[config.mk]
export PLATFORM = sky130hd
export DESIGN_NAME = base64_stream_decoder_top_flat
export DESIGN_NICKNAME = d
export VERILOG_FILES = /design/src/hdl/b64d_pkg.sv /design/src/hdl/b64d_if.sv /design/src/hdl/b64d_front.sv /design/src/hdl/b64d_queue.sv /design/src/hdl/b64d_back.sv /design/src/hdl/base64_stream_decoder_top.sv /design/src/flat_wrapper.sv
export SDC_FILE = /design/constraint.sdc
export NUM_CORES = 1
export LEC_CHECK = 0
export ABC_AREA = 1
export BUFFER_PORTS_ARGS = -buffer_cell sky130_fd_sc_hd__buf_2
export CAP_MARGIN = 20
export CORE_UTILIZATION = 60
export CTS_CLUSTER_DIAMETER = 40
export CTS_CLUSTER_SIZE = 8
export DETAILED_ROUTE_END_ITERATION = 8
export PLACE_DENSITY_LB_ADDON = 0.25
export SETUP_SLACK_MARGIN = 0.3
export SYNTH_ARGS = -nofsm -noshare
export SYNTH_HDL_FRONTEND = slang
export SYNTH_SLANG_ARGS = --single-unit
[constraint.sdc]
create_clock -name clock -period 4.7 [get_ports clock]
set_input_delay 0.94 -clock clock [delete_from_list [all_inputs] [get_ports clock]]
set_output_delay 0.94 -clock clock [all_outputs]
set_load 0.01 [all_outputs]
[src/hdl/b64d_pkg.sv]
// Shared types and codes of the base64 stream decoder.
// No dependencies; the front end, queue, sequencer and top level import this package.
`timescale 1ns / 1ps
`default_nettype none

package b64d_pkg;

   // result kinds
   localparam logic KIND_DATA   = 1'b0;
   localparam logic KIND_STATUS = 1'b1;

   // final status codes
   localparam logic [1:0] STATUS_OK       = 2'd0;
   localparam logic [1:0] STATUS_EMPTY    = 2'd1;
   localparam logic [1:0] STATUS_COUNT    = 2'd2;
   localparam logic [1:0] STATUS_PAD      = 2'd3;

   // pad character
   localparam logic [7:0] CHAR_PAD = 8'h3D;

   // work passed from the front end to the result sequencer
   typedef struct packed {
      logic [1:0]      byte_count;
      logic [2:0][7:0] bytes;
      logic            has_status;
      logic [1:0]      status;
   } job_type;

endpackage

`default_nettype wire

[src/hdl/b64d_if.sv]
// Valid/ready channel interfaces for the decoder's character input and result output.
// Depends on nothing; the top level takes these as its channel ports.
`timescale 1ns / 1ps
`default_nettype none

interface b64d_req_if;
   logic       valid;
   logic       ready;
   logic [7:0] char_code;
   logic       last_char;

   modport source (output valid, output char_code, output last_char, input ready);
   modport sink   (input valid, input char_code, input last_char, output ready);
endinterface

interface b64d_rsp_if;
   logic       valid;
   logic       ready;
   logic       result_kind;
   logic [7:0] data_byte;
   logic [1:0] status;
   logic       last_result;

   modport source (output valid, output result_kind, output data_byte,
                   output status, output last_result, input ready);
   modport sink   (input valid, input result_kind, input data_byte,
                   input status, input last_result, output ready);
endinterface

`default_nettype wire

[src/hdl/b64d_front.sv]
// Front end: classifies characters, assembles groups of four symbols and builds jobs.
// Depends on b64d_pkg.
`timescale 1ns / 1ps
`default_nettype none

module b64d_front (
   input  wire logic             clock,
   input  wire logic             reset,
   input  wire logic             in_valid,
   output logic                  in_ready,
   input  wire logic [7:0]       char_code,
   input  wire logic             last_char,
   input  wire logic             queue_full,
   output logic                  push,
   output b64d_pkg::job_type     push_job
);
   import b64d_pkg::*;

   // map a character to its 6-bit symbol value; bit 6 flags a valid symbol
   function automatic logic [6:0] decode_char(input logic [7:0] ch);
      logic [7:0] v;
      v = 8'd0;
      if (ch >= 8'h41 && ch <= 8'h5A) begin
         v = ch - 8'd65;
         return {1'b1, v[5:0]};
      end else if (ch >= 8'h61 && ch <= 8'h7A) begin
         v = ch - 8'd71;
         return {1'b1, v[5:0]};
      end else if (ch >= 8'h30 && ch <= 8'h39) begin
         v = ch + 8'd4;
         return {1'b1, v[5:0]};
      end else if (ch == 8'h2B) begin
         return {1'b1, 6'd62};
      end else if (ch == 8'h2F) begin
         return {1'b1, 6'd63};
      end else if (ch == CHAR_PAD) begin
         return {1'b1, 6'd0};
      end
      return 7'd0;
   endfunction

   logic [2:0][5:0] symbols_ff, symbols_in;
   logic [1:0]      position_ff, position_in;
   logic [2:0]      pads_ff, pads_in;
   logic [1:0]      count_ff, count_in;
   logic            seen_ff, seen_in;
   logic            stopped_ff, stopped_in;
   logic            pad_err_ff, pad_err_in;

   logic [6:0] decoded;
   logic       is_valid;
   logic       is_pad;
   logic [5:0] sym;
   logic [2:0] pads_sum;
   logic       accept;

   assign in_ready = !queue_full;
   assign accept   = in_valid && in_ready;
   assign decoded  = decode_char(char_code);
   assign is_valid = decoded[6];
   assign sym      = decoded[5:0];
   assign is_pad   = (char_code == CHAR_PAD);
   assign pads_sum = pads_ff + {2'b00, is_pad};

   // next state and job for the incoming character
   always_comb begin
      symbols_in = symbols_ff;
      position_in = position_ff;
      pads_in = pads_ff;
      count_in = count_ff;
      seen_in = seen_ff;
      stopped_in = stopped_ff;
      pad_err_in = pad_err_ff;
      push_job = '0;
      push = 1'b0;

      if (is_valid) begin
         seen_in = 1'b1;
         count_in = count_ff + 2'd1;
         if (!stopped_ff) begin
            pads_in = pads_sum;
            position_in = position_ff + 2'd1;
            if (position_ff != 2'd3) begin
               symbols_in[position_ff] = sym;
            end else begin
               // group complete: form three bytes, trim by pad count
               push_job.bytes[0] = {symbols_ff[0], symbols_ff[1][5:4]};
               push_job.bytes[1] = {symbols_ff[1][3:0], symbols_ff[2][5:2]};
               push_job.bytes[2] = {symbols_ff[2][1:0], sym};
               if (pads_sum > 3'd2) begin
                  push_job.byte_count = 2'd0;
                  pad_err_in = 1'b1;
               end else begin
                  push_job.byte_count = 2'd3 - pads_sum[1:0];
               end
               if (pads_sum != 3'd0) begin
                  stopped_in = 1'b1;
               end
               pads_in = 3'd0;
            end
         end
      end

      // status on the final character, then clear the group state
      if (last_char) begin
         push_job.has_status = 1'b1;
         if (!seen_in) begin
            push_job.status = STATUS_EMPTY;
         end else if (count_in != 2'd0) begin
            push_job.status = STATUS_COUNT;
         end else if (pad_err_in) begin
            push_job.status = STATUS_PAD;
         end else begin
            push_job.status = STATUS_OK;
         end
         position_in = 2'd0;
         pads_in = 3'd0;
         count_in = 2'd0;
         seen_in = 1'b0;
         stopped_in = 1'b0;
         pad_err_in = 1'b0;
      end

      push = accept && (push_job.byte_count != 2'd0 || push_job.has_status);
   end

   // symbol slots hold payload only
   always_ff @(posedge clock) begin
      if (accept) begin
         symbols_ff <= symbols_in;
      end
   end

   // advance group state on each transfer
   always_ff @(posedge clock) begin
      if (reset) begin
         position_ff <= 2'd0;
         pads_ff <= 3'd0;
         count_ff <= 2'd0;
         seen_ff <= 1'b0;
         stopped_ff <= 1'b0;
         pad_err_ff <= 1'b0;
      end else if (accept) begin
         position_ff <= position_in;
         pads_ff <= pads_in;
         count_ff <= count_in;
         seen_ff <= seen_in;
         stopped_ff <= stopped_in;
         pad_err_ff <= pad_err_in;
      end
   end

endmodule

`default_nettype wire

[src/hdl/b64d_queue.sv]
// Two-entry job queue between the front end and the result sequencer.
// Depends on b64d_pkg.
`timescale 1ns / 1ps
`default_nettype none

module b64d_queue (
   input  wire logic              clock,
   input  wire logic              reset,
   input  wire logic              push,
   input  wire b64d_pkg::job_type push_job,
   output logic                   full,
   input  wire logic              pop,
   output b64d_pkg::job_type      pop_job,
   output logic                   empty
);
   import b64d_pkg::*;

   localparam int Depth = 2;
   localparam int PtrW  = $clog2(Depth);
   localparam int CntW  = $clog2(Depth + 1);

   job_type             entries_ff [Depth];
   logic [PtrW-1:0]     wr_ptr_ff, wr_ptr_in;
   logic [PtrW-1:0]     rd_ptr_ff, rd_ptr_in;
   logic [CntW-1:0]     count_ff, count_in;

   assign full    = (count_ff == CntW'(Depth));
   assign empty   = (count_ff == '0);
   assign pop_job = entries_ff[rd_ptr_ff];

   // pointer and fill count update
   always_comb begin
      wr_ptr_in = wr_ptr_ff;
      rd_ptr_in = rd_ptr_ff;
      count_in = count_ff;
      if (push) begin
         wr_ptr_in = (wr_ptr_ff == PtrW'(Depth - 1)) ? '0 : wr_ptr_ff + 1'b1;
      end
      if (pop) begin
         rd_ptr_in = (rd_ptr_ff == PtrW'(Depth - 1)) ? '0 : rd_ptr_ff + 1'b1;
      end
      if (push && !pop) begin
         count_in = count_ff + 1'b1;
      end else if (pop && !push) begin
         count_in = count_ff - 1'b1;
      end
   end

   // store a job on each push
   always_ff @(posedge clock) begin
      if (push) begin
         entries_ff[wr_ptr_ff] <= push_job;
      end
   end

   always_ff @(posedge clock) begin
      if (reset) begin
         wr_ptr_ff <= '0;
         rd_ptr_ff <= '0;
         count_ff <= '0;
      end else begin
         wr_ptr_ff <= wr_ptr_in;
         rd_ptr_ff <= rd_ptr_in;
         count_ff <= count_in;
      end
   end

endmodule

`default_nettype wire

[src/hdl/b64d_back.sv]
// Result sequencer: plays out each job as data bytes then an optional status, one per transfer.
// Depends on b64d_pkg.
`timescale 1ns / 1ps
`default_nettype none

module b64d_back (
   input  wire logic              clock,
   input  wire logic              reset,
   input  wire b64d_pkg::job_type pop_job,
   input  wire logic              empty,
   output logic                   pop,
   output logic                   out_valid,
   input  wire logic              out_ready,
   output logic                   result_kind,
   output logic [7:0]             data_byte,
   output logic [1:0]             status,
   output logic                   last_result
);
   import b64d_pkg::*;

   job_type    job_ff, job_in;
   logic       busy_ff, busy_in;
   logic [1:0] index_ff, index_in;

   logic in_bytes;
   logic fire;
   logic load;

   // select the current result of the held job
   assign in_bytes    = (index_ff < job_ff.byte_count);
   assign result_kind = in_bytes ? KIND_DATA : KIND_STATUS;
   assign data_byte   = in_bytes ? job_ff.bytes[index_ff] : 8'd0;
   assign status      = in_bytes ? STATUS_OK : job_ff.status;
   assign last_result = in_bytes ?
                        ((index_ff == job_ff.byte_count - 2'd1) && !job_ff.has_status) : 1'b1;
   assign out_valid   = busy_ff;

   assign fire = busy_ff && out_ready;
   assign load = !busy_ff || (fire && last_result);
   assign pop  = load && !empty;

   // load the next job or advance within the current one
   always_comb begin
      job_in = job_ff;
      busy_in = busy_ff;
      index_in = index_ff;
      if (load) begin
         busy_in = !empty;
         job_in = pop_job;
         index_in = 2'd0;
      end else if (fire) begin
         index_in = index_ff + 2'd1;
      end
   end

   always_ff @(posedge clock) begin
      job_ff <= job_in;
   end

   always_ff @(posedge clock) begin
      if (reset) begin
         busy_ff <= 1'b0;
         index_ff <= 2'd0;
      end else begin
         busy_ff <= busy_in;
         index_ff <= index_in;
      end
   end

endmodule

`default_nettype wire

[src/hdl/base64_stream_decoder_top.sv]
// Top level of the base64 stream decoder: front end, job queue and result sequencer.
// Depends on b64d_pkg, b64d_if, b64d_front, b64d_queue and b64d_back.
//
//   channel   dir  handshake           payload
//   req_chan  in   valid/ready         char_code[7:0], last_char
//   rsp_chan  out  valid/ready         result_kind, data_byte[7:0], status[1:0], last_result
//
// One character is taken per cycle while the two-entry job queue has room.
// The sequencer emits one result per cycle while the output is ready, so a character that
// completes a group gives up to three data bytes, followed by a status on the last character.
// Characters that cause no result never enter the queue.
// Reset is synchronous and clears the group state and the queue's pointers and fill count.
// A stalled output fills the queue, after which input is held off.
`timescale 1ns / 1ps
`default_nettype none

module base64_stream_decoder_top (
   input  wire logic   clock,
   input  wire logic   reset,
   b64d_req_if.sink    req_chan,
   b64d_rsp_if.source  rsp_chan
);
   import b64d_pkg::*;

   job_type push_job;
   job_type pop_job;
   logic    push;
   logic    pop;
   logic    full;
   logic    empty;

   b64d_front u_front (
      .clock      (clock),
      .reset      (reset),
      .in_valid   (req_chan.valid),
      .in_ready   (req_chan.ready),
      .char_code  (req_chan.char_code),
      .last_char  (req_chan.last_char),
      .queue_full (full),
      .push       (push),
      .push_job   (push_job)
   );

   b64d_queue u_queue (
      .clock    (clock),
      .reset    (reset),
      .push     (push),
      .push_job (push_job),
      .full     (full),
      .pop      (pop),
      .pop_job  (pop_job),
      .empty    (empty)
   );

   b64d_back u_back (
      .clock       (clock),
      .reset       (reset),
      .pop_job     (pop_job),
      .empty       (empty),
      .pop         (pop),
      .out_valid   (rsp_chan.valid),
      .out_ready   (rsp_chan.ready),
      .result_kind (rsp_chan.result_kind),
      .data_byte   (rsp_chan.data_byte),
      .status      (rsp_chan.status),
      .last_result (rsp_chan.last_result)
   );

endmodule

`default_nettype wire
[src/flat_wrapper.sv]
// flat-port wrapper written by rule: the top's interface ports become plain ports
module base64_stream_decoder_top_flat import b64d_pkg::*;
  (clock, reset, req_chan_valid, req_chan_char_code, req_chan_last_char, req_chan_ready, rsp_chan_valid, rsp_chan_result_kind, rsp_chan_data_byte, rsp_chan_status, rsp_chan_last_result, rsp_chan_ready);
  b64d_req_if req_chan_i ();
  b64d_rsp_if rsp_chan_i ();
  input  wire logic clock;
  input  wire logic reset;
  input wire logic [$bits(req_chan_i.valid)-1:0] req_chan_valid;
  input wire logic [$bits(req_chan_i.char_code)-1:0] req_chan_char_code;
  input wire logic [$bits(req_chan_i.last_char)-1:0] req_chan_last_char;
  output wire logic [$bits(req_chan_i.ready)-1:0] req_chan_ready;
  output wire logic [$bits(rsp_chan_i.valid)-1:0] rsp_chan_valid;
  output wire logic [$bits(rsp_chan_i.result_kind)-1:0] rsp_chan_result_kind;
  output wire logic [$bits(rsp_chan_i.data_byte)-1:0] rsp_chan_data_byte;
  output wire logic [$bits(rsp_chan_i.status)-1:0] rsp_chan_status;
  output wire logic [$bits(rsp_chan_i.last_result)-1:0] rsp_chan_last_result;
  input wire logic [$bits(rsp_chan_i.ready)-1:0] rsp_chan_ready;
  assign req_chan_i.valid = req_chan_valid;
  assign req_chan_i.char_code = req_chan_char_code;
  assign req_chan_i.last_char = req_chan_last_char;
  assign req_chan_ready = req_chan_i.ready;
  assign rsp_chan_valid = rsp_chan_i.valid;
  assign rsp_chan_result_kind = rsp_chan_i.result_kind;
  assign rsp_chan_data_byte = rsp_chan_i.data_byte;
  assign rsp_chan_status = rsp_chan_i.status;
  assign rsp_chan_last_result = rsp_chan_i.last_result;
  assign rsp_chan_i.ready = rsp_chan_ready;
  base64_stream_decoder_top u_core (.clock(clock), .reset(reset), .req_chan(req_chan_i), .rsp_chan(rsp_chan_i));
endmodule
-- Word-level counts from Yosys, hierarchy flattened
Memory sizes are Yosys's and may differ from the RTL's. A register that Yosys moved wholly into a read port is not among the register bits.
Cells that the tools add are included.
- output and inout port bits: 14
- bits in registers: 35
- memories kept: 1
- memory bits (read-only): 0
- latch bits: 0
- logic and storage cells: 134
- RAM bits: 58
- bits of input ports: 13
- memory list (memory ; depth ; width ; read ports ; clocked after Yosys merged registers in ; write ports ; RTL line ; source):
    u_core.u_queue.entries_ff ; 2 ; 29 ; 1 ; 1 ; 1 ; b64d_queue.sv:22 ; job_type entries_ff [Depth];
- equal/unequal tests: 7
- shift-type cells: 0
- bitwise gates (word level): 1
- div/mod/pow operators: 0
- multiplexer cells: 57
- $lt $le $gt $ge: 11
- add/subtract/negate cells: 13
- reduce and logical (&&, ||, !) cells: 30
- multiply operators: 0
- operators with widths (cell ; count):
    $mux W26 ; 3
    $mux W7 ; 7
    $eq A8 B6 Y1 const B ; 3
    $mux W1 ; 24
    $mux W2 ; 12
    $bwmux W18 ; 1
    $bmux W8 S2 ; 1
    $ge A8 B7 Y1 const B ; 2
    $le A8 B7 Y1 const B ; 2
    $mux W8 ; 2
    $mux W3 ; 5
    $demux W6 S2 ; 1
    $logic_and A1 B1 Y1 ; 12
    $add A2 B1 Y2 const B ; 4
    $ge A8 B6 Y1 const B ; 1
    $le A8 B6 Y1 const B ; 1
    $reduce_bool A2 Y1 ; 4
    $add A6 B3 Y6 const B ; 1
    $logic_not A1 Y1 ; 6
    $lt A2 B3 Y1 const B ; 2
    $mux W6 ; 1
    $sub A6 B1 Y6 const B ; 1
    $sub A6 B3 Y6 const B ; 1
    $ne A2 B2 Y1 const B ; 2
    other kinds (17) ; 20

-- Longest topological paths before layout
Gate-level depths: netlist of run 1.
- word-level depth: 19
- gate-level depth with buffers: 20

-- By module
From an unflattened synthesis of run 1, not the netlist that was laid out.
- cells, all modules: 545
- area total of the unflattened synthesis: 5945.7 µm²
- modules (own cells, without submodules) (module ; area an instance (µm²) ; times used ; cells an instance ; sequential area each (µm²)):
    b64d_queue ; 2359.8 ; 1 ; 123 ; 1841.8
    b64d_front ; 2250.9 ; 1 ; 311 ; 740.7
    b64d_back ; 1335.0 ; 1 ; 111 ; 930.9

-- Worst setup path before layout of run 1
Ideal clock, no wire load.
- path kind: input to register
- start: input req_chan_char_code[1]
- end: memory u_core.u_queue.entries_ff[0][0] in the netlist's numbering (enable)
- data arrival time: 3.812 ns
- stages: 15
- setup time: 0.415 ns
- setup slack: 0.473 ns
- required time: 4.285 ns
- cell sequence: inv_1 > ha_1 > inv_1 > nor2_1 > nand3_1 > inv_1 > ha_1 > ha_1 > xnor2_1 > o21ai_0 > nor3_1 > o21ai_0 > nand2_1 > nand2_1 > nor2_1
- cells in the longest elaborated chain, start to end: 14
- ends and longest elaborated chain (what ; RTL line ; source):
    start: declaration ; flat_wrapper.sv:9 ; input wire logic [$bits(req_chan_i.char_code)-1:0] req_chan_char_code;
    branches (longest 8 deep; another with $add A3 B1 Y3) ; -- ;
    $mux W26 * ; b64d_front.sv:77 ; if (is_valid) begin
    $reduce_bool A2 Y1 * ; b64d_front.sv:124 ; push = accept && (push_job.byte_count != 2'd0 || push_job.has_status);
    $logic_or A1 B1 Y1 * ; b64d_front.sv:124 ;
    $logic_and A1 B1 Y1 * ; b64d_front.sv:124 ;
    $mux W1 * ; b64d_queue.sv:51 ; if (push) begin
    $mux W1 (implied by the code) * ; b64d_queue.sv:52 ; entries_ff[wr_ptr_ff] <= push_job;
    end: declaration ; b64d_queue.sv:22 ;
Every way passes the cells marked *.

-- Final worst setup path of run 1
- start: input req_chan_char_code[1]
- end: register u_core.u_queue.count_ff[1]
- cells in the longest elaborated chain, start to end: 15
- ends and longest elaborated chain (what ; RTL line ; source):
    branches (longest 8 deep; another with $add A3 B1 Y3) ; -- ;
    $mux W26 * ; b64d_front.sv:77 ;
    $reduce_bool A2 Y1 * ; b64d_front.sv:124 ;
    $logic_or A1 B1 Y1 * ; b64d_front.sv:124 ;
    $logic_and A1 B1 Y1 * ; b64d_front.sv:124 ;
    net u_core.push ; base64_stream_decoder_top.sv:27 ; logic push;
    $logic_not A1 Y1 ; b64d_queue.sv:44 ; end else if (pop && !push) begin
    $logic_and A1 B1 Y1 ; b64d_queue.sv:44 ;
    $reduce_bool A2 Y1 (no source line) ; -- ;
    end signal: assignment ; b64d_queue.sv:64 ; count_ff <= count_in;
    end: declaration ; b64d_queue.sv:25 ; logic [CntW-1:0] count_ff, count_in;
Mark *: on every way through the listed nets, which the timed path passes.
A chain may end at the register's enable or synchronous reset.

==> results of run 1 <==
-- synth_stat cells, types with 2 or more instances --
cell type / number
edfxtp_1: 105
nand3b_1: 3
dfxtp_1: 17
o21ai_1: 2
nand2_2: 2
o211ai_1: 5
inv_1: 77
nor2_1: 71
inv_2: 3
xnor2_1: 2
nand4_1: 4
nor3_1: 6
a21oi_2: 2
clkbuf_1: 8
a21oi_1: 27
ha_1: 19
nand3_1: 24
xor2_1: 6
o21ai_0: 27
buf_6: 3
nor2_2: 4
nand2_1: 165
-- stage by stage --
| stage | std cells | worst slack [ps] | instance area (sq um) | hold slack (ps) | total power [mW] |
|---|---|---|---|---|---|
| 2_1_floorplan | 591 | 473.2 | 5685 | 434.2 | 2.017 |
| 3_3_place_gp | 718 | 945.3 | 5903 | 465.0 | 2.214 |
| 3_5_place_dp | 718 | 804.1 | 5903 | 451.9 | 2.241 |
| 4_1_cts | 750 | 1299 | 6484 | 472.1 | 3.488 |
| 5_1_grt | 750 | 950.5 | 6484 | 522.3 | 3.644 |
| 6_report | 750 | 1262 | 6484 | 471.6 | 3.465 |
-- final timing paths --
path	endpoint	from	slack, ps	cells past startpoint
max	u_core.u_queue.count_ff[1]	req_chan_char_code[1]	1260	21
min	u_core.u_front.seen_ff	u_core.u_front.seen_ff	470	2
min reg2reg	u_core.u_front.seen_ff	u_core.u_front.seen_ff	470	2
max reg2reg	u_core.u_queue.count_ff[1]	u_core.u_back.index_ff[0]	1630	14
-- cell families after synthesis --
group / share of synthesized area
AOI/OAI and AO/OA: 0.06162
xor gates and xnor gates: 0.01232
adders and majority gates: 0.04181
buffers and inverters: 0.06778
DFF: 0.6144
and+or+nand+nor: 0.2020
-- power groups by stage --
stage	logic, mW	registers, mW	clock network (mW)
3_3_place_gp	0.652	1.56	0
3_5_place_dp	0.672	1.57	0
5_1_grt	0.771	1.57	1.31
6_report	0.678	1.55	1.24
4_1_cts	0.681	1.55	1.26
2_1_floorplan	0.501	1.52	0
-- registers in the layout, summed over array words and instances (netlist names), 2 cells and up --
signal                      cells
u_core.u_front.pads_ff          3
u_core.u_queue.entries_ff      58
u_core.u_front.symbols_ff      18
u_core.u_queue.count_ff         2
u_core.u_front.position_ff      2
u_core.u_back.job_ff           29
u_core.u_front.count_ff         2
u_core.u_back.index_ff          2
-- layer usage --
layer / global-route usage / part of all wire
met3: 0.04708 / 0.039
met2: 0.3905 / 0.51
met4: 0.1018 / 0.017
met5: 0 / 0
met1: 0.2773 / 0.43
-- critical path, delay by kind of cell --
family / cells / cell delay [ps]
AND/OR/NAND/NOR: 5 / 570
buffers and inverters: 5 / 430
AO/OA/AOI/OAI: 6 / 740
XOR/XNOR: 1 / 250
adder cells (fa/ha/maj): 4 / 890
-- area by class of cell --
class	count	area [sq um]
well taps	111	138.9
clock inverters	15	166.4
multi-input cells	374	1809
clock buffers	17	414.1
repair buffers	29	152.6
fillers	660	2713
flip-flops and latches	122	3493
inverters	82	309.0
==> impl_metrics.json, run 1 <==
{
  "status": "completed",
  "syn_area_per_cell_sq_um": 9.620,
  "mostFrequentLayoutCells": "nand2_1 (165), edfxtp_1 (105), inv_1 (77)",
  "critical_path.slowest_cell": "xnor2_1",
  "power.leakage_nw": 2.867,
  "synth.area.top_cells": "edfxtp_1 (55%), nand2_1 (11%), dfxtp_1 (6.0%), inv_1 (5.1%), nor2_1 (4.7%)",
  "power.net_switching_mw": 1.038,
  "grt_first_pass_wirelength_mm": 17.08,
  "worst_min_path_class": "reg -> reg",
  "cts-root-buf": "clkbuf_8",
  "ant_nets": 0,
  "worstPathMaxFanout": 6,
  "power.share.sequential": 0.447,
  "cts.sink_count": 122,
  "cts_buffers": 17,
  "worst_ep_required_time_ps": 5080,
  "worst_ir_drop_vdd_mv": 0.2257,
  "ys_seq_elements": 122,
  "period_share": 0.7315,
  "max-clock-path-buffers": 2,
  "synth_enable_flop_cells": 105,
  "routedWlPerCell_um": 13.91,
  "dp_wirelength_mm": 7.193,
  "path_clk_slew_ps": 60,
  "fmax_mhz": 290.9,
  "synth-async-reset-ratio": 0,
  "final_layout_size_suffix_gt1_frac": 0.1174,
  "grt.total_usage": 0.2269,
  "syn-instance-count": 591,
  "timing.slew.headroom": 0.2780,
  "finalSetupViolations": 0,
  "start_util": 0.6182,
  "crit_chain": "buf_2 > inv_1 > ha_1 > inv_1 > nor2_1 > nand3_1 > inv_1 > ha_1 > ha_1 > xnor2_1 > o21ai_0 > nor3_1 > o21ai_0 > nand2_1 > nand2_1 > inv_1 > ha_1 > a21oi_1 > o21ai_0 > o21ai_0 > a21oi_1",
  "detailroute.via_count": 3891,
  "syn2layout_area_growth_pct": 14.04,
  "mappedNetlistArea_sq_um": 5685,
  "rsz_0062_raised_after_global_routing": "no",
  "worst_skew_pair.late_latency_ps": 500,
  "chipWidth_um": 99.35,
  "initialDrtViolationCount": 172,
  "mostFrequentLayoutCell": "nand2_1",
  "gpl.final_weighted_congestion": 0.9465,
  "io_pins": 27,
  "first_pass_iters": 7,
  "post_cts.resized_instances": 0,
  "pins_over_their_slew_limit": 0,
  "post_route_setup_tns_ps": 0,
  "cts_setup_buffers": 0,
  "globalRoute.totalOverflow": 0,
  "htree_levels": 4,
  "cp-start-kind": "input port",
  "fp.dieArea_sq_um": 9869,
  "pwr_density_cell_nw_per_um2": 534.4,
  "final_hold_viol_count": 0,
  "num_antenna_cells": 0,
  "grt_antenna_before_repair": 0,
  "nNetsFinal": 658,
  "remaining_drc_errors": 0,
  "grt_pass1_vias": 3743,
  "post-route-min-period_ps": 3438,
  "cts_hold_repair.buffers": 0,
  "synth_top_flop_cell": "edfxtp_1",
  "power_frac_comb": 0.196,
  "p_int_mw": 2.427,
  "worst_setup_path_end_kind": "register",
  "power_frac_clock": 0.358,
  "seq_area_frac_synth": 0.6144,
  "pin_count_of_the_biggest_net_entering_global_routing": 32,
  "yosys.area.top_type_share": 0.5546,
  "fp.dieH_um": 99.35,
  "max_cap_violations": 0,
  "clock_tree_from_tritoncts": "done",
  "vias_per_cell": 5.188,
  "post-synth-top-area-cell": "edfxtp_1",
  "core_area_sq_um": 9196,
  "timing_worst_slew_pin_value_ps": 1082,
  "port_buffers": 26,
  "fin_worst_skew_ps": 8.112,
  "row_count": 35,
  "final_util": 0.7050,
  "crit_type": "in -> reg",
  "critical-path-max-stage-delay_ps": 250,
  "synth-warning-count": 0,
  "critical_path_arrival_ps": 3820,
  "synth.net_count": 623,
  "synth.lib_cells_used.distinct": 31,
  "power.switching_fraction": 0.2997,
  "drt-total-wl_mm": 10.43
}
Power figures use the tool's default switching activity.
==> inputs of run 2 (changes only) <==
- CORE_UTILIZATION: 60 -> 55
- clock period: 4.7 -> 2.8 ns (I/O delays scaled with it)
==> run 2 against run 1 <==
Against the previous run: clock power rose by 57%; non-clock buffer count rose by 53; wire length rose by 9.9%; sequential power rose by 68%.
==> impl_metrics.json, run 2 (synthesis results as in run 1) <==
{
  "core_area_sq_um": 9910,
  "post-place-cells": 784,
  "period_share": 0.8596,
  "pins_over_their_slew_limit": 0,
  "grt.total_usage": 0.2254,
  "fillers": 712,
  "worst_min_path_class": "in -> reg",
  "clock_tree_from_tritoncts": "done",
  "first_pass_iters": 5,
  "path_clk_slew_ps": 60,
  "row_count": 36,
  "port_buffers": 26,
  "registers.top_by_ff_count": "u_core.u_queue.entries_ff",
  "fp.dieH_um": 103.7,
  "gpl.final_weighted_congestion": 0.8799,
  "pin_count_of_the_biggest_net_entering_global_routing": 32,
  "final_critical_path_setup_slack_ps": 393.0,
  "nNetsFinal": 711,
  "fp.dieArea_sq_um": 10750,
  "globalRoute.totalOverflow": 0,
  "sequential_cell_area_sq_um": 3497,
  "biggestRegsByFlops": "u_core.u_queue.entries_ff: 58 flops, u_core.u_back.job_ff: 29 flops, u_core.u_front.symbols_ff: 18 flops",
  "min-delay-start": "reset",
  "initialDrtViolationCount": 223,
  "htree_levels": 4,
  "syn2layout_area_growth_pct": 24.87,
  "grt_first_pass_wirelength_mm": 18.73,
  "start_util": 0.5737,
  "num_antenna_cells": 0,
  "fmax_mhz": 415.5,
  "dp_slack_ps": -377.1,
  "max_cap_violations": 0,
  "worst_ep_required_time_ps": 3030,
  "dp_wirelength_mm": 7.989,
  "cts-root-buf": "clkbuf_8",
  "mostFrequentLayoutCells": "nand2_1 (160), edfxtp_1 (105), inv_1 (73)",
  "worst_skew_pair.late_latency_ps": 520,
  "cts_hold_repair.buffers": 0,
  "power.leakage_nw": 3.131,
  "cts.sink_count": 122,
  "cp-start-kind": "input port",
  "fin_cells": 825,
  "vias_per_cell": 5.064,
  "io_pins": 27,
  "finalSetupViolations": 0,
  "rsz_0062_raised_after_global_routing": "yes",
  "crit_type": "in -> reg",
  "critical_path_arrival_ps": 2640,
  "grt_pass1_vias": 4027,
  "cts_buffers": 17,
  "routedWlPerCell_um": 13.90,
  "worst_setup_path_startpoint": "req_chan_char_code[1]",
  "worst_setup_path_end_kind": "register",
  "remaining_drc_errors": 0,
  "largest_register_ffs": 58,
  "r2r_start": "u_core.u_back.job_ff[28]",
  "status": "completed",
  "detailroute.via_count": 4178,
  "drt-total-wl_mm": 11.47,
  "post-route-min-period_ps": 2407,
  "timing.slew.headroom": 0.3292,
  "final_hold_viol_count": 0,
  "chipWidth_um": 103.7,
  "pwr_density_cell_nw_per_um2": 834.7,
  "ant_nets": 0,
  "fin_worst_skew_ps": 6.428,
  "grt_antenna_before_repair": 0,
  "timing_worst_slew_pin_value_ps": 1005,
  "mostFrequentLayoutCell": "nand2_1",
  "final_layout_size_suffix_gt1_frac": 0.2110,
  "max-clock-path-buffers": 2,
  "multiInputGateArea_sq_um": 1951,
  "worst_ir_drop_vdd_mv": 0.4208,
  "worstPathMaxFanout": 15
}
-- run 2: cell types whose count changed in the layout (fill, tap and decap cells not counted), sizes merged --
| cell | change |
|---|---|
| inv | -5 |
| clkbuf | +6 |
| buf | +52 |
| clkinv | +1 |
| clkinvlp | -1 |
-- run 2: final timing paths --
path,end,slack (ps),cells after the start
setup reg to reg,u_core.u_queue.count_ff[1],490,12
hold / removal,u_core.u_front.count_ff[0],340,2
setup / recovery,u_core.u_queue.entries_ff[0][6],390,19
hold reg to reg,u_core.u_front.seen_ff,470,2
-- run 2: report_power, final --
part / switching (mW) / total (mW) / internal (mW)
combinational: 0.850 / 1.37 / 0.523
clock: 0.699 / 1.95 / 1.25
sequential: 0.186 / 2.61 / 2.42
-- run 2: area by class of cell --
type | instances | area share
flip-flops and latches | 122 | 0.4926
multi-input cells | 374 | 0.2748
repair buffers | 82 | 0.08777
clock buffers | 22 | 0.06098
inverters | 82 | 0.04618
well taps | 133 | 0.02344
clock inverters | 10 | 0.01428
-- run 2: through the flow --
stage	total power, mW	setup TNS [ps]	area (sq um)	hold WS (ps)	util
floorplan	3.402	-4655	5757	434.2	-
global placement	3.812	-11440	6367	454.7	0.6426
detailed placement	3.878	-15080	6367	455.0	0.6426
CTS	5.863	0	6944	313.8	0.7008
global route	6.257	0	7099	323.3	0.7164
finish	5.926	0	7099	339.5	0.7164
-- run 2: critical path: stages --
cell and delay, ps:
buf_4 140, inv_12 50, ha_4 130, inv_2 30, nor2_1 80, nand3_1 110
inv_2 90, ha_4 150, ha_4 160, xnor2_4 120, buf_6 130, nand2_2 60
nor2_4 110, o21ai_2 70, nand2_2 90, nand2_2 60, buf_6 120, nor2_4 180
buf_12 180
-- run 2: routing by layer --
layer / part of all wire / wire length, um / global-route usage / up-vias
li1: - / - / - / 2116
met4: 0.027 / 313 / 0.1020 / 0
met2: 0.51 / 5865 / 0.3821 / 117
met5: 0 / 0 / 0 / -
met1: 0.42 / 4761 / 0.2689 / 1911
met3: 0.046 / 526 / 0.06167 / 34
-- run 2: what timing repair did --
action                     4_1_cts  5_1_grt
setup endpoints to repair       69       73
hold endpoints to repair         0        0
gates resized for setup          8       18
gates cloned                     0        2
setup buffers                    2        5
pin swaps                        5        4
==> inputs of run 3 (changes only) <==
- CORE_UTILIZATION: 55 -> 50
- SETUP_SLACK_MARGIN: 0.3 -> default
==> run 3 against run 2 <==
Against the previous run: core utilization fell by 8.0 points; power increased by 0.80%; critical path depth up 3; combinational power fell by 9%; non-clock buffer count shrank 11; fmax shrank 9.6%; critical path type unchanged.
==> impl_metrics.json, run 3 (synthesis results as in run 1) <==
{
  "status": "completed",
  "max_cap_violations": 0,
  "cts-root-buf": "clkbuf_16",
  "critical-path-max-stage-delay_ps": 290,
  "power_frac_clock": 0.357,
  "clock_tree_from_tritoncts": "done",
  "fillers": 858,
  "nNetsFinal": 700,
  "busiest_layer": "met2",
  "crit_top_cell": "o21ai_1",
  "use_met1": 0.2480,
  "worst_skew_pair.late_latency_ps": 420,
  "final_critical_path_setup_slack_ps": 136.6,
  "r2r_start": "u_core.u_back.index_ff[0]",
  "io_pins": 27,
  "pins_over_their_slew_limit": 0,
  "worst_setup_path_startpoint": "req_chan_char_code[1]",
  "power.net_switching_mw": 1.688,
  "dp_wirelength_mm": 7.677,
  "routedWlPerCell_um": 13.21,
  "grt_pass1_vias": 3913,
  "cp-start-kind": "input port",
  "crit_chain": "clkbuf_4 > inv_12 > ha_4 > inv_2 > nor2_1 > nand3_1 > inv_1 > ha_2 > ha_4 > xnor2_2 > buf_4 > nand2_1 > nor2_2 > o21ai_1 > nand2_1 > nand2_2 > inv_1 > ha_1 > a21oi_1 > o21ai_1 > o21ai_1 > a21oi_1",
  "post-route-min-period_ps": 2663,
  "final_layout_size_suffix_gt1_frac": 0.1850,
  "remaining_drc_errors": 0,
  "reg2reg_depth": 13,
  "critical_path.slowest_cell": "ha_1",
  "fmax_mhz": 375.5,
  "gpl.final_weighted_congestion": 0.8403,
  "num_antenna_cells": 0,
  "port_buffers": 26,
  "path_clk_slew_ps": 60,
  "period_share": 0.9512,
  "p_int_mw": 4.285,
  "row_count": 38,
  "hold-path-endpoint": "u_core.u_front.count_ff[0]",
  "worst_setup_path_end_kind": "register",
  "grt_antenna_before_repair": 0,
  "pwr_density_cell_nw_per_um2": 858.6,
  "reg2reg_to": "u_core.u_queue.count_ff[1]",
  "drt-total-wl_mm": 10.84,
  "min-delay-start": "reset",
  "vias_per_cell": 4.944,
  "cts_hold_repair.buffers": 0,
  "critical_path_arrival_ps": 2950,
  "fp.dieH_um": 108.6,
  "worst_ir_drop_vdd_mv": 0.4703,
  "biggestRegsByFlops": "u_core.u_queue.entries_ff: 58 flops, u_core.u_back.job_ff: 29 flops, u_core.u_front.symbols_ff: 18 flops",
  "chipWidth_um": 108.6,
  "start_util": 0.5199,
  "power.share.sequential": 0.435,
  "detailroute.via_count": 4059,
  "power.leakage_nw": 3.087,
  "cts.sink_count": 122,
  "pin_count_of_the_biggest_net_entering_global_routing": 32,
  "fin_worst_skew_ps": 23.92,
  "ant_nets": 0,
  "setup.reg_to_reg.worst_slack_ps": 330,
  "finalSetupViolations": 0,
  "power_frac_comb": 0.208,
  "htree_levels": 4,
  "met3_track_demand_over_resource": 0.06515,
  "multiInputGateArea_sq_um": 1873,
  "core_area_sq_um": 10940,
  "fp.dieArea_sq_um": 11800,
  "cts_buffers": 17,
  "largest_register_ffs": 58,
  "timing_worst_slew_pin_value_ps": 1060,
  "initialDrtViolationCount": 273,
  "final_hold_viol_count": 0,
  "whs_ps": 408.7,
  "mostFrequentLayoutCells": "nand2_1 (162), edfxtp_1 (105), inv_1 (74)",
  "sequential_cell_area_sq_um": 3493,
  "mostFrequentLayoutCell": "nand2_1",
  "worstPathMaxFanout": 3,
  "post_route_setup_tns_ps": 0,
  "power.switching_fraction": 0.2826,
  "registers.top_by_ff_count": "u_core.u_queue.entries_ff",
  "syn2layout_area_growth_pct": 22.36,
  "worst_ep_required_time_ps": 3090,
  "rsz_0062_raised_after_global_routing": "yes",
  "timing.slew.headroom": 0.2923,
  "crit_type": "in -> reg",
  "gr-usage-met2": 0.3422,
  "worst_min_path_class": "in -> reg",
  "first_pass_iters": 5,
  "final_util": 0.6362,
  "globalRoute.totalOverflow": 0,
  "grt_first_pass_wirelength_mm": 18.14,
  "grt.total_usage": 0.2059,
  "dp_slack_ps": -366.3,
  "max-clock-path-buffers": 2,
  "min_path_cells": 2
}
[run 3: power groups by stage]
stage | Sequential (mW) | Combinational (mW) | Clock (mW)
2_1_floorplan | 2.54 | 0.858 | 0
3_3_place_gp | 2.63 | 1.21 | 0
3_5_place_dp | 2.64 | 1.23 | 0
4_1_cts | 2.60 | 1.25 | 2.16
5_1_grt | 2.64 | 1.43 | 2.25
6_report | 2.60 | 1.24 | 2.13
[run 3: routing by layer]
layer / routed length [um] / share of wire
met4: 136 / 0.013
met1: 4806 / 0.44
met3: 355 / 0.033
met5: 0 / 0
met2: 5546 / 0.51
[run 3: what timing repair did]
item	in CTS	in global routing
setup endpoints to repair	0	68
setup buffers	0	1
resized for setup	0	5
[run 3: metrics by stage]
stage               cells  power (mW)  instance area [sq um]
floorplan             591       3.402                   5757
global placement      788       3.835                   6354
detailed placement    788       3.867                   6354
CTS                   820       6.020                   6935
global route          821       6.323                   6957
finish                821       5.973                   6957
[run 3: critical path: cells and delay by family]
family,cells,cell delay [ps]
buffers and inverters,6,480
adders and majority gates,4,800
and+or+nand+nor,6,440
AOI/OAI and AO/OA,5,530
xor gates and xnor gates,1,130
[run 3: cell type report]
cell class,instances,area share
flip-flops and latches,122,0.5022
inverters,82,0.04676
clock inverters,9,0.01781
clock buffers,23,0.06583
repair buffers,71,0.07302
multi-input cells,374,0.2692
well taps,140,0.02518
[run 3: worst max path at each step]
| stage | depth (start not counted) | end | slack [ps] |
|---|---|---|---|
| after global routing | 22 | u_core.u_queue.count_ff[1] | -40 |
| after detailed placement | 21 | u_core.u_queue.count_ff[1] | -370 |
| final | 22 | u_core.u_queue.count_ff[1] | 140 |
| after CTS | 21 | u_core.u_queue.count_ff[1] | 8 |
| after global placement | 21 | u_core.u_queue.count_ff[1] | -300 |
| after floorplan | 15 | u_core.u_queue.entries_ff[0][0] | -130 |
